===== src/rpf_pkg.sv =====
`timescale 1ns / 1ps
// ----------------------------------------------------------------------------
// rpf_pkg
// Shared types and constants of the RGB PWM fade controller.
// ----------------------------------------------------------------------------
package rpf_pkg;

  localparam int NUM_CH = 3;

  localparam logic [5:0] LAST_SLOT = 6'd63;
  localparam logic [7:0] FPS_RESET = 8'd1;

  typedef logic [7:0] level_t;
  typedef logic [5:0] slot_t;

  typedef enum logic [1:0] {
    REQ_TICK = 2'd0,
    REQ_SET  = 2'd1,
    REQ_FADE = 2'd2,
    REQ_NONE = 2'd3
  } req_e;

  typedef struct packed {
    req_e   req_type;
    level_t red;
    level_t green;
    level_t blue;
  } req_t;

  typedef struct packed {
    logic   red_on;
    logic   green_on;
    logic   blue_on;
    logic   fading_now;
    level_t level_red;
    level_t level_green;
    level_t level_blue;
  } result_t;

endpackage


===== src/rpf_ifs.sv =====
`timescale 1ns / 1ps
// ----------------------------------------------------------------------------
// rpf_ifs
// Valid/ready channels for request beats and result beats.
// ----------------------------------------------------------------------------
interface rpf_req_if;
  logic       valid;
  logic       ready;
  logic [1:0] req_type;
  logic [7:0] red;
  logic [7:0] green;
  logic [7:0] blue;

  modport source (output valid, req_type, red, green, blue, input ready);
  modport sink   (input valid, req_type, red, green, blue, output ready);
endinterface

interface rpf_res_if;
  logic       valid;
  logic       ready;
  logic       red_on;
  logic       green_on;
  logic       blue_on;
  logic       fading_now;
  logic [7:0] level_red;
  logic [7:0] level_green;
  logic [7:0] level_blue;

  modport source (output valid, red_on, green_on, blue_on, fading_now,
                  level_red, level_green, level_blue, input ready);
  modport sink   (input valid, red_on, green_on, blue_on, fading_now,
                  level_red, level_green, level_blue, output ready);
endinterface


===== src/rpf_core.sv =====
`timescale 1ns / 1ps
// ----------------------------------------------------------------------------
// rpf_core
// PWM slot counter, fade engine and channel drive state; one beat per step.
// ----------------------------------------------------------------------------
module rpf_core (
  input  logic             clk,
  input  logic             rst,
  input  logic             step,
  input  rpf_pkg::req_t    item,
  input  logic             cfg_we,
  input  logic [7:0]       cfg_wdata,
  output rpf_pkg::result_t result
);

  logic [7:0]                              frames_per_step;
  rpf_pkg::slot_t                          pwm_tick;
  rpf_pkg::level_t [rpf_pkg::NUM_CH-1:0]   levels;
  rpf_pkg::level_t [rpf_pkg::NUM_CH-1:0]   targets;
  logic                                    fading;
  logic [7:0]                              frame_count;
  logic [rpf_pkg::NUM_CH-1:0]              pin_on;

  rpf_pkg::slot_t                          pwm_tick_next;
  rpf_pkg::level_t [rpf_pkg::NUM_CH-1:0]   levels_next;
  rpf_pkg::level_t [rpf_pkg::NUM_CH-1:0]   targets_next;
  logic                                    fading_next;
  logic [7:0]                              frame_count_next;
  logic [rpf_pkg::NUM_CH-1:0]              pin_on_next;

  rpf_pkg::level_t [rpf_pkg::NUM_CH-1:0]   color;
  logic [7:0]                              frame_inc;
  logic [7:0]                              slot_scaled;
  logic                                    fade_go;
  logic                                    moved;

  assign color = {item.blue, item.green, item.red};

  always_comb begin
    pwm_tick_next    = pwm_tick;
    levels_next      = levels;
    targets_next     = targets;
    fading_next      = fading;
    frame_count_next = frame_count;
    pin_on_next      = pin_on;
    frame_inc        = frame_count + 8'd1;
    fade_go          = 1'b0;
    moved            = 1'b0;
    slot_scaled      = '0;
    case (item.req_type)
      rpf_pkg::REQ_TICK: begin
        if (pwm_tick == rpf_pkg::LAST_SLOT) begin
          pwm_tick_next = '0;
          if (fading) begin
            frame_count_next = frame_inc;
            if (frame_inc >= frames_per_step) begin
              frame_count_next = '0;
              fade_go          = 1'b1;
            end
          end
        end else begin
          pwm_tick_next = pwm_tick + 6'd1;
        end
        // Move each channel one unit toward its target
        if (fade_go) begin
          for (int c = 0; c < rpf_pkg::NUM_CH; c++) begin
            if (targets[c] > levels[c]) begin
              levels_next[c] = levels[c] + 8'd1;
              moved          = 1'b1;
            end else if (targets[c] < levels[c]) begin
              levels_next[c] = levels[c] - 8'd1;
              moved          = 1'b1;
            end
          end
          if (!moved) begin
            fading_next = 1'b0;
          end
        end
        slot_scaled = {pwm_tick_next, 2'b00};
        for (int c = 0; c < rpf_pkg::NUM_CH; c++) begin
          if (pwm_tick_next == '0) begin
            if (levels_next[c] != '0) begin
              pin_on_next[c] = 1'b1;
            end
          end else if (slot_scaled >= levels_next[c]) begin
            pin_on_next[c] = 1'b0;
          end
        end
      end
      rpf_pkg::REQ_SET: begin
        levels_next   = color;
        targets_next  = color;
        fading_next   = 1'b0;
        pwm_tick_next = '0;
      end
      rpf_pkg::REQ_FADE: begin
        targets_next = color;
        fading_next  = 1'b1;
      end
      default: begin
      end
    endcase
  end

  always_ff @(posedge clk) begin
    if (rst) begin
      frames_per_step <= rpf_pkg::FPS_RESET;
    end else if (cfg_we) begin
      frames_per_step <= cfg_wdata;
    end
  end

  always_ff @(posedge clk) begin
    if (rst) begin
      pwm_tick    <= '0;
      levels      <= '0;
      targets     <= '0;
      fading      <= 1'b0;
      frame_count <= '0;
      pin_on      <= '0;
    end else if (step) begin
      pwm_tick    <= pwm_tick_next;
      levels      <= levels_next;
      targets     <= targets_next;
      fading      <= fading_next;
      frame_count <= frame_count_next;
      pin_on      <= pin_on_next;
    end
  end

  always_comb begin
    result.red_on      = pin_on_next[0];
    result.green_on    = pin_on_next[1];
    result.blue_on     = pin_on_next[2];
    result.fading_now  = fading_next;
    result.level_red   = levels_next[0];
    result.level_green = levels_next[1];
    result.level_blue  = levels_next[2];
  end

`ifndef NO_ASSERTIONS
  a_fade_starts: assert property (@(posedge clk) disable iff (rst)
    (step && item.req_type == rpf_pkg::REQ_FADE) |=> fading)
    else $error("fade request did not start the fade");

  a_set_restarts: assert property (@(posedge clk) disable iff (rst)
    (step && item.req_type == rpf_pkg::REQ_SET) |=> (pwm_tick == '0 && !fading))
    else $error("set request did not restart the period");

  a_pin_on_slot0: assert property (@(posedge clk) disable iff (rst)
    ($rose(pin_on[0]) || $rose(pin_on[1]) || $rose(pin_on[2])) |-> pwm_tick == '0)
    else $error("channel switched on outside slot 0");

  a_level_hold: assert property (@(posedge clk) disable iff (rst)
    !fading |=> ($stable(levels) || $past(step && item.req_type == rpf_pkg::REQ_SET)))
    else $error("level moved without a fade or set");
`endif

endmodule


===== src/rgb_pwm_fade_controller.sv =====
`timescale 1ns / 1ps
// ----------------------------------------------------------------------------
// rgb_pwm_fade_controller
// Three-channel LED PWM with a 64-slot period and a linear fade engine.
// ----------------------------------------------------------------------------
// Each request beat yields exactly one result beat carrying the channel drive,
// the fade flag and the three channel levels as they stand after the request.
// A tick (req_type 0) advances the 64-slot period; a set (1) loads levels and
// targets at once, stops any fade and restarts the period; a fade (2) loads
// the targets and starts stepping the levels one unit every frames_per_step
// periods. The block takes one beat every clock cycle unless the result side
// stalls; a beat passes the request register, then the result register, with
// all state update and drive compare in the single logic level between them.
// Write frames_per_step through cfg_we/cfg_wdata only while no beat is in
// flight.
module rgb_pwm_fade_controller (
  input  logic              clk,
  input  logic              rst,
  rpf_req_if.sink           req,
  rpf_res_if.source         res,
  input  logic              cfg_we,
  input  logic [7:0]        cfg_wdata
);

  // Request register
  logic             s1_valid;
  rpf_pkg::req_t    s1_item;

  // Result register
  logic             res_valid;
  rpf_pkg::result_t res_data;

  rpf_pkg::result_t core_result;
  logic             advance;
  logic             step;

  // Advance whenever the result register is empty or being drained
  assign advance   = !res_valid || res.ready;
  assign step      = s1_valid && advance;
  assign req.ready = !s1_valid || advance;

  always_ff @(posedge clk) begin
    if (rst) begin
      s1_valid <= 1'b0;
    end else if (req.ready) begin
      s1_valid <= req.valid;
    end
  end

  // Capture the request beat payload
  always_ff @(posedge clk) begin
    if (req.ready && req.valid) begin
      s1_item.req_type <= rpf_pkg::req_e'(req.req_type);
      s1_item.red      <= req.red;
      s1_item.green    <= req.green;
      s1_item.blue     <= req.blue;
    end
  end

  rpf_core u_core (
    .clk       (clk),
    .rst       (rst),
    .step      (step),
    .item      (s1_item),
    .cfg_we    (cfg_we),
    .cfg_wdata (cfg_wdata),
    .result    (core_result)
  );

  always_ff @(posedge clk) begin
    if (rst) begin
      res_valid <= 1'b0;
    end else if (advance) begin
      res_valid <= s1_valid;
    end
  end

  // Hold the result beat until taken
  always_ff @(posedge clk) begin
    if (step) begin
      res_data <= core_result;
    end
  end

  assign res.valid       = res_valid;
  assign res.red_on      = res_data.red_on;
  assign res.green_on    = res_data.green_on;
  assign res.blue_on     = res_data.blue_on;
  assign res.fading_now  = res_data.fading_now;
  assign res.level_red   = res_data.level_red;
  assign res.level_green = res_data.level_green;
  assign res.level_blue  = res_data.level_blue;

endmodule


===== src/flat_wrapper.sv =====
// flat-port wrapper written by rule: the top's interface ports become plain ports
module rgb_pwm_fade_controller_flat 
  (clk, rst, cfg_we, cfg_wdata, req_valid, req_req_type, req_red, req_green, req_blue, req_ready, res_valid, res_red_on, res_green_on, res_blue_on, res_fading_now, res_level_red, res_level_green, res_level_blue, res_ready);
  rpf_req_if req_i ();
  rpf_res_if res_i ();
  input  logic clk;
  input  logic rst;
  input  logic cfg_we;
  input  logic [7:0] cfg_wdata;
  input wire logic [$bits(req_i.valid)-1:0] req_valid;
  input wire logic [$bits(req_i.req_type)-1:0] req_req_type;
  input wire logic [$bits(req_i.red)-1:0] req_red;
  input wire logic [$bits(req_i.green)-1:0] req_green;
  input wire logic [$bits(req_i.blue)-1:0] req_blue;
  output wire logic [$bits(req_i.ready)-1:0] req_ready;
  output wire logic [$bits(res_i.valid)-1:0] res_valid;
  output wire logic [$bits(res_i.red_on)-1:0] res_red_on;
  output wire logic [$bits(res_i.green_on)-1:0] res_green_on;
  output wire logic [$bits(res_i.blue_on)-1:0] res_blue_on;
  output wire logic [$bits(res_i.fading_now)-1:0] res_fading_now;
  output wire logic [$bits(res_i.level_red)-1:0] res_level_red;
  output wire logic [$bits(res_i.level_green)-1:0] res_level_green;
  output wire logic [$bits(res_i.level_blue)-1:0] res_level_blue;
  input wire logic [$bits(res_i.ready)-1:0] res_ready;
  assign req_i.valid = req_valid;
  assign req_i.req_type = req_req_type;
  assign req_i.red = req_red;
  assign req_i.green = req_green;
  assign req_i.blue = req_blue;
  assign req_ready = req_i.ready;
  assign res_valid = res_i.valid;
  assign res_red_on = res_i.red_on;
  assign res_green_on = res_i.green_on;
  assign res_blue_on = res_i.blue_on;
  assign res_fading_now = res_i.fading_now;
  assign res_level_red = res_i.level_red;
  assign res_level_green = res_i.level_green;
  assign res_level_blue = res_i.level_blue;
  assign res_i.ready = res_ready;
  rgb_pwm_fade_controller u_core (.clk(clk), .rst(rst), .req(req_i), .res(res_i), .cfg_we(cfg_we), .cfg_wdata(cfg_wdata));
endmodule

===== config.mk =====
export PLATFORM = sky130hd
export DESIGN_NAME = rgb_pwm_fade_controller_flat
export DESIGN_NICKNAME = d
export VERILOG_FILES = /design/src/rpf_pkg.sv /design/src/rpf_ifs.sv /design/src/rpf_core.sv /design/src/rgb_pwm_fade_controller.sv /design/src/flat_wrapper.sv
export SDC_FILE = /design/constraint.sdc
export NUM_CORES = 1
export LEC_CHECK = 0
export BUFFER_PORTS_ARGS = -buffer_cell sky130_fd_sc_hd__clkbuf_2
export CAP_MARGIN = 20
export CELL_PAD_IN_SITES_DETAIL_PLACEMENT = 1
export CELL_PAD_IN_SITES_GLOBAL_PLACEMENT = 1
export CORE_ASPECT_RATIO = 1.75
export CORE_UTILIZATION = 50
export DETAILED_ROUTE_END_ITERATION = 16
export HOLD_SLACK_MARGIN = 0.15
export PLACE_DENSITY = 0.9
export SLEW_MARGIN = 20
export SYNTH_ARGS = -nofsm -noshare
export SYNTH_HDL_FRONTEND = slang
export SYNTH_SLANG_ARGS = --single-unit

===== constraint.sdc =====
create_clock -name clk -period 8.6 [get_ports clk]
set_input_delay 1.29 -clock clk [delete_from_list [all_inputs] [get_ports clk]]
set_output_delay 1.29 -clock clk [all_outputs]
set_load 0.01 [all_outputs]

**Word level (Yosys, flattened, before mapping)**

Index checks and enable logic that the tools add are counted.

- Logic and storage cells: 99
- ROM bits: 0
- Input bits: 39
- Memory bits (writable): 0
- Latch bits: 0
- Memories: 0
- Output and inout bits: 30
- Register bits: 130

- Reductions and logical operators: 16
- Multiply operators: 0
- Muxes and demuxes: 38
- Bitwise logic cells: 0
- Add/subtract/negate cells: 8
- Eq/ne operators: 3
- Order comparisons: 10
- Shift-type cells: 0
- Divide/modulo/power cells: 0

Operators with widths:

| kind | count |
|---|---|
| 2-to-1 mux 8 bit | 7 |
| 2-to-1 mux 24 bit | 2 |
| one-hot mux 24 bit (2 select lines) | 1 |
| adder 8 x 1 -> 8 bit (second input constant) | 4 |
| greater-or-equal comparator 8 bit | 4 |
| greater-than comparator 8 bit | 3 |
| less-than comparator 8 bit | 3 |
| nonzero test 8 bit | 3 |
| subtractor 8 x 1 -> 8 bit (second input constant) | 3 |
| 2-to-1 mux 1 bit | 23 |
| 2-to-1 mux 6 bit | 2 |
| one-hot mux 6 bit (2 select lines) | 1 |
| adder 6 x 1 -> 6 bit (second input constant) | 1 |
| equality test 6 bit (second input constant) | 1 |
| zero test 6 bit | 1 |
| AND reduction 2 bit | 2 |
| AND reduction 4 bit | 1 |
| 2-to-1 mux 3 bit | 1 |
| one-hot mux 1 bit (3 select lines) | 1 |
| equality test 2 x 1 -> 1 bit (second input constant) | 1 |
| equality test 2 bit (second input constant) | 1 |
| logical AND 1 bit | 2 |
| zero test 1 bit | 2 |
| zero test 2 bit | 1 |
| other kinds (3) | 4 |

**Logic depth before layout (Yosys ltp)**

- Word-level depth: 12
- Gate-level depth with buffers: 21
- Mapped depth without buffers: 20

**Cells and area by module**

A second synthesis with hierarchy kept.

- Cells, all modules: 863
- Area total of the unflattened synthesis: 7,696.1 µm²

Modules (own cells, without submodules):

| module | cells an instance | instances | area an instance (µm²) | seq. area each (µm²) |
|---|---|---|---|---|
| rpf_core | 799 | 1 | 5,970.7 | 1,481.4 |
| rgb_pwm_fade_controller | 64 | 1 | 1,725.4 | 1,661.6 |

**Least setup slack after synthesis**

OpenSTA, ideal clock, no wires.

- Path type: reg-to-reg
- From: register u_core.u_core.frame_count[0]
- To: register u_core.u_core.pin_on[2] (netlist bit)
- Clock period less this slack: 4.073 ns
- Library setup time: 0.112 ns
- Arrival: 3.960 ns
- Cell stages (with the launch flop): 18
- Path slack: 4.527 ns
- Path buffers: 0
- Data required time: 8.488 ns
- Cells stage by stage: dfxtp_1 and3_1 and3_1 nand3_1 xnor2_1 ha_1 nand4_1 o31ai_4 nand2_4 or3_1 and2_1 ha_1 a211o_1 a221oi_1 a21oi_1 o22ai_1 a21oi_1 a2111oi_1

- Cells in the longest elaborated chain, start to end: 12
- Elaborated cells between the ends (all ways): 14
- Classes of those cells: add/sub (1); order compare (2); mux (10); reduce/logical (1)

Ends and longest elaborated chain:

| element | RTL line | source |
|---|---|---|
| start, declared | rpf_core.sv:21 | `logic [7:0] frame_count;` |
| start signal, assigned | rpf_core.sv:126 | `frame_count <= frame_count_next;` |
| adder 8 x 1 -> 8 bit * | rpf_core.sv:46 | `frame_inc = frame_count + 8'd1;` |
| greater-or-equal comparator 8 bit * | rpf_core.sv:56 | `if (frame_inc >= frames_per_step) begin` |
| 2-to-1 mux 1 bit * | rpf_core.sv:56 |  |
| 2-to-1 mux 1 bit * | rpf_core.sv:54 | `if (fading) begin` |
| 2-to-1 mux 1 bit * | rpf_core.sv:52 | `if (pwm_tick == rpf_pkg::LAST_SLOT) begin` |
| 2-to-1 mux 1 bit * | rpf_core.sv:50 | `case (item.req_type)` |
| 2-to-1 mux 24 bit * | rpf_core.sv:65 | `if (fade_go) begin` |
| 2-to-1 mux 24 bit * | rpf_core.sv:50 |  |
| greater-or-equal comparator 8 bit or nonzero test 8 bit (tied branches) | rpf_core.sv:85, rpf_core.sv:82 |  |
| 2-to-1 mux 1 bit, on equally long branches | rpf_core.sv:85, rpf_core.sv:82 |  |
| 2-to-1 mux 1 bit * | rpf_core.sv:81 | `if (pwm_tick_next == '0) begin` |
| 2-to-1 mux 3 bit * | rpf_core.sv:50 |  |
| end signal, assigned | rpf_core.sv:127 | `pin_on <= pin_on_next;` |
| end, declared | rpf_core.sv:22 | `logic [rpf_pkg::NUM_CH-1:0] pin_on;` |

Every way passes the cells marked *; elsewhere a longest branch is shown, timed or not. The select of a mux whose other input is x is not followed.
A chain may end at the register's enable or synchronous reset.

**Worst setup path in the final report**

- From: register u_core.u_core.frame_count[0]
- To: register u_core.u_core.pin_on[0] (netlist bit)

The elaborated chain is that of the path after synthesis.

==> impl_metrics.toml <==
[status]
status = "complete, no violations"

[run]
maxCapViolCount = 0

[setup_path]
crit_path_max_fanout = 11
cp.required_ns = 8.93
r2r_start = "u_core.u_core.frame_count[0]"
worstReg2RegEnd = "u_core.u_core.pin_on[0]"
crit_path_end_kind = "register"
cp-start-kind = "register"
r2r_slack_ns = 3.74
crit_type = "reg -> reg"
crit_arrival_ns = 5.19
rr_worst_depth = 19

[floorplan]
initial_core_util_pct = 51.3
die_y_microns = 166
dieWidth_microns = 95.5
dieArea_sq_um = 15800
io_pins = 69
rows = 59
coreArea_sq_um = 14900

[logic_synthesis]
synth_cells = 854
synth_top_cell_by_area = "edfxtp_1"
synth_compound_area_share_pct = 20.8
syn_avg_cell_area_sq_um = 8.96
synth_xor_xnor_area_share_pct = 3.09
synth-seq-cells = 130
synth-adder-area-share_pct = 9.65
synth_area_leaders = "edfxtp_1 21%, dfxtp_1 20%, ha_1 9.6%"
yosys_warnings = 0
synthSimpleGateAreaFrac_pct = 19.1
yosysUniqueCellTypes = 78
synth-async-reset-ratio_pct = 0
synth_seq_area_share_pct = 41.1
syn-num-nets = 952
muxShareOfSynthArea_pct = 1.73
syn_area_sq_um = 7650
synth_top_area_share_pct = 21.2
synth_edf_count = 54
synth_top_family_by_area = "compound AO/OA/AOI/OAI gates"
synth_top_flop_cell = "dfxtp_1"

[clock_tree]
clk_latency_ns = 0.43
cts.sinks = 130
numCtsBuffers = 17
clkTransAtPathRegs_ns = 0.06
cts_resized = 0
post_cts_buffers = 0
cts_tree = "built"
htreeDepth = 4
clockBufferDepth = 2
root_buffer = "clkbuf_16"
hold_buffers = 0

[routing]
top_layer_used = "met4"
post_drt_wl_per_cell_microns = 23.7
wl_met2_microns = 13900
drtPass1Iterations = 6
routed-via-count = 7384
wl_met1_microns = 8720
antenna_left = 0
wl_microns = 26200
dr_wl_met3_microns = 1500
post-route-drc-count = 0
via_per_inst = 6.67
drt_iter0_drc = 524

[hold_path]
min_to = "u_core.u_core.targets[16]"
hold_class = "reg -> reg"
worstHoldStart = "u_core.u_core.targets[16]"
whs_path_depth = 2

[power_and_ir_drop]
swShare_pct = 28.9
p_leak_uw = 0.00353
seq_power_share_pct = 41.0
p_int_uw = 1200
pwr-share-clk_pct = 43.4
p_per_area_nw_per_um2 = 193
combPwrFrac_pct = 15.6
power_switching_uw = 487
ir_drop_mv = 0.137

[timing]
fin_worst_skew_ns = 0.00894
worst_slack_ns = 3.74
period_needed_ns = 4.86
finalSetupViolations = 0
hold_viol_final = 0
slew_viol_final = 0
relSlewSlack_pct = 39.3
fmax_ghz = 0.206
setup_tns_ns = 0
fin_crit_sh_pct = 56.5
max_slew.worst_pin.slew_ns = 0.911
hold_ws_ns = 0.458
rsz0062_at_grt = "false"

[placement]
dp_hpwl_microns = 16900
place_congestion = 0.926
io_buffer_count = 68
dp_worst_setup_slack_ns = 3.87

[finish]
n_fill_cell = 1814
n_antenna_cell = 0
syn2layout_area_growth_pct = 13.9
layout_common_cells = "102 x nand2_1, 88 x nor2_1, 76 x dfxtp_1"
post-route-util_pct = 58.4
final_nets = 1009
final_common_cell = "nand2_1"
drive_gt1_share_pct = 16.1

[global_routing]
grt_max_degree = 77
grt_use_total_pct = 35.0
grt_overflow = 0
grt_pass1_vias = 8016
antenna_found_initial = 0
grt_pass1_wl_microns = 41600
-- final cells by class --
cell class	instances	area (sq um)	area share [%]
Sequential cell	130	3140	36.1
Inverter	49	184	2.11
Clock inverter	12	135	1.55
Clock buffer	20	447	5.13
Multi-Input combinational cell	637	4170	47.8
Timing Repair Buffer	76	408	4.68
Tap cell	183	229	2.63
-- per-layer routing --
layer  GRT usage [%]  vias up
li1                -     3220
met4            25.6        0
met5               0        -
met3            8.03      181
met1            34.6     3594
met2            61.6      389
-- state kept, by name (all words and copies together) (netlist names), 3 cells and up --
name and flops:
u_core.s1_item 26, u_core.u_core.levels 24, u_core.u_core.targets 24, u_core.res.level_blue 8
u_core.res.level_green 8, u_core.res.level_red 8, u_core.u_core.frame_count 8, u_core.u_core.frames_per_step 8
u_core.u_core.pwm_tick 6, u_core.u_core.pin_on 3
-- stage by stage --
| step | power (uW) | instances | area [sq um] |
|---|---|---|---|
| 2_1_floorplan | 869 | 854 | 7650 |
| 3_3_place_gp | 941 | 1074 | 8120 |
| 3_5_place_dp | 949 | 1074 | 8120 |
| 4_1_cts | 1680 | 1106 | 8700 |
| 5_1_grt | 1720 | 1107 | 8710 |
| 6_report | 1680 | 1107 | 8710 |
-- worst max-delay path, stage by stage (launching register included) --
cell and delay [ns]:
dfxtp_1 0.39, and3_1 0.25, and3_1 0.26, nand3_1 0.12
xnor2_1 0.16, ha_1 0.34, nand4_1 0.18, o31a_2 0.39
nor2_4 0.36, o21ai_0 0.20, xnor2_1 0.31, inv_1 0.10
ha_1 0.33, a21oi_1 0.24, nor2b_1 0.08, a2111oi_0 0.33
o21ai_0 0.18, o211ai_2 0.25, nor2_2 0.06, nor4_2 0.23
-- power groups by stage --
stage,Sequential [uW],Combinational (uW),Clock (uW)
detailed placement,702,246,0
global route,692,282,750
CTS,690,256,730
floorplan,698,171,0
finish,690,263,730
global placement,701,240,0
-- how the worst max path moves through the flow --
stage	from	end	slack [ns]	cells after the start
2_1_floorplan	u_core.u_core.frame_count[0]	u_core.u_core.pin_on[2]	4.53	17
3_3_place_gp	u_core.u_core.frame_count[0]	u_core.u_core.pin_on[1]	4.11	19
3_5_place_dp	u_core.u_core.frame_count[0]	u_core.u_core.pin_on[1]	3.87	19
4_1_cts	u_core.u_core.frame_count[0]	u_core.u_core.pin_on[1]	3.79	19
5_1_grt	u_core.u_core.frame_count[0]	u_core.u_core.pin_on[1]	3.37	19
6_report	u_core.u_core.frame_count[0]	u_core.u_core.pin_on[0]	3.74	19
-- synth_stat cells (4+ instances only) --
cell	instances
and2_1	6
nor2_1	89
and3_1	6
nand4_1	9
nand2_1	102
o21ai_2	4
nor2_2	5
edfxtp_1	54
inv_1	46
xnor2_1	22
o21ai_0	44
o22ai_1	4
xor2_1	5
a21o_1	14
o21ai_1	6
a32oi_1	4
a222oi_1	8
a22o_1	4
nand3b_1	6
ha_1	59
nor2b_1	7
a31oi_1	5
nor3_1	16
buf_2	4
a22oi_1	22
a211oi_1	4
dfxtp_1	76
a21oi_1	71
o21a_1	5
mux2i_1	11
nor4_1	7
nand3_1	26
clkbuf_1	29
-- kinds of logic (layout without fill, tap and decap cells) --
kind of cell             after synthesis  in the layout
AO/OA/AOI/OAI                        231            231
XOR/XNOR                              27             27
adder cells (fa/ha/maj)               59             59
buffers and inverters                 87            157
flip-flops                           130            130
multiplexers                          13             13
AND/OR/NAND/NOR                      307            307
Power figures use the tool's default switching activity.
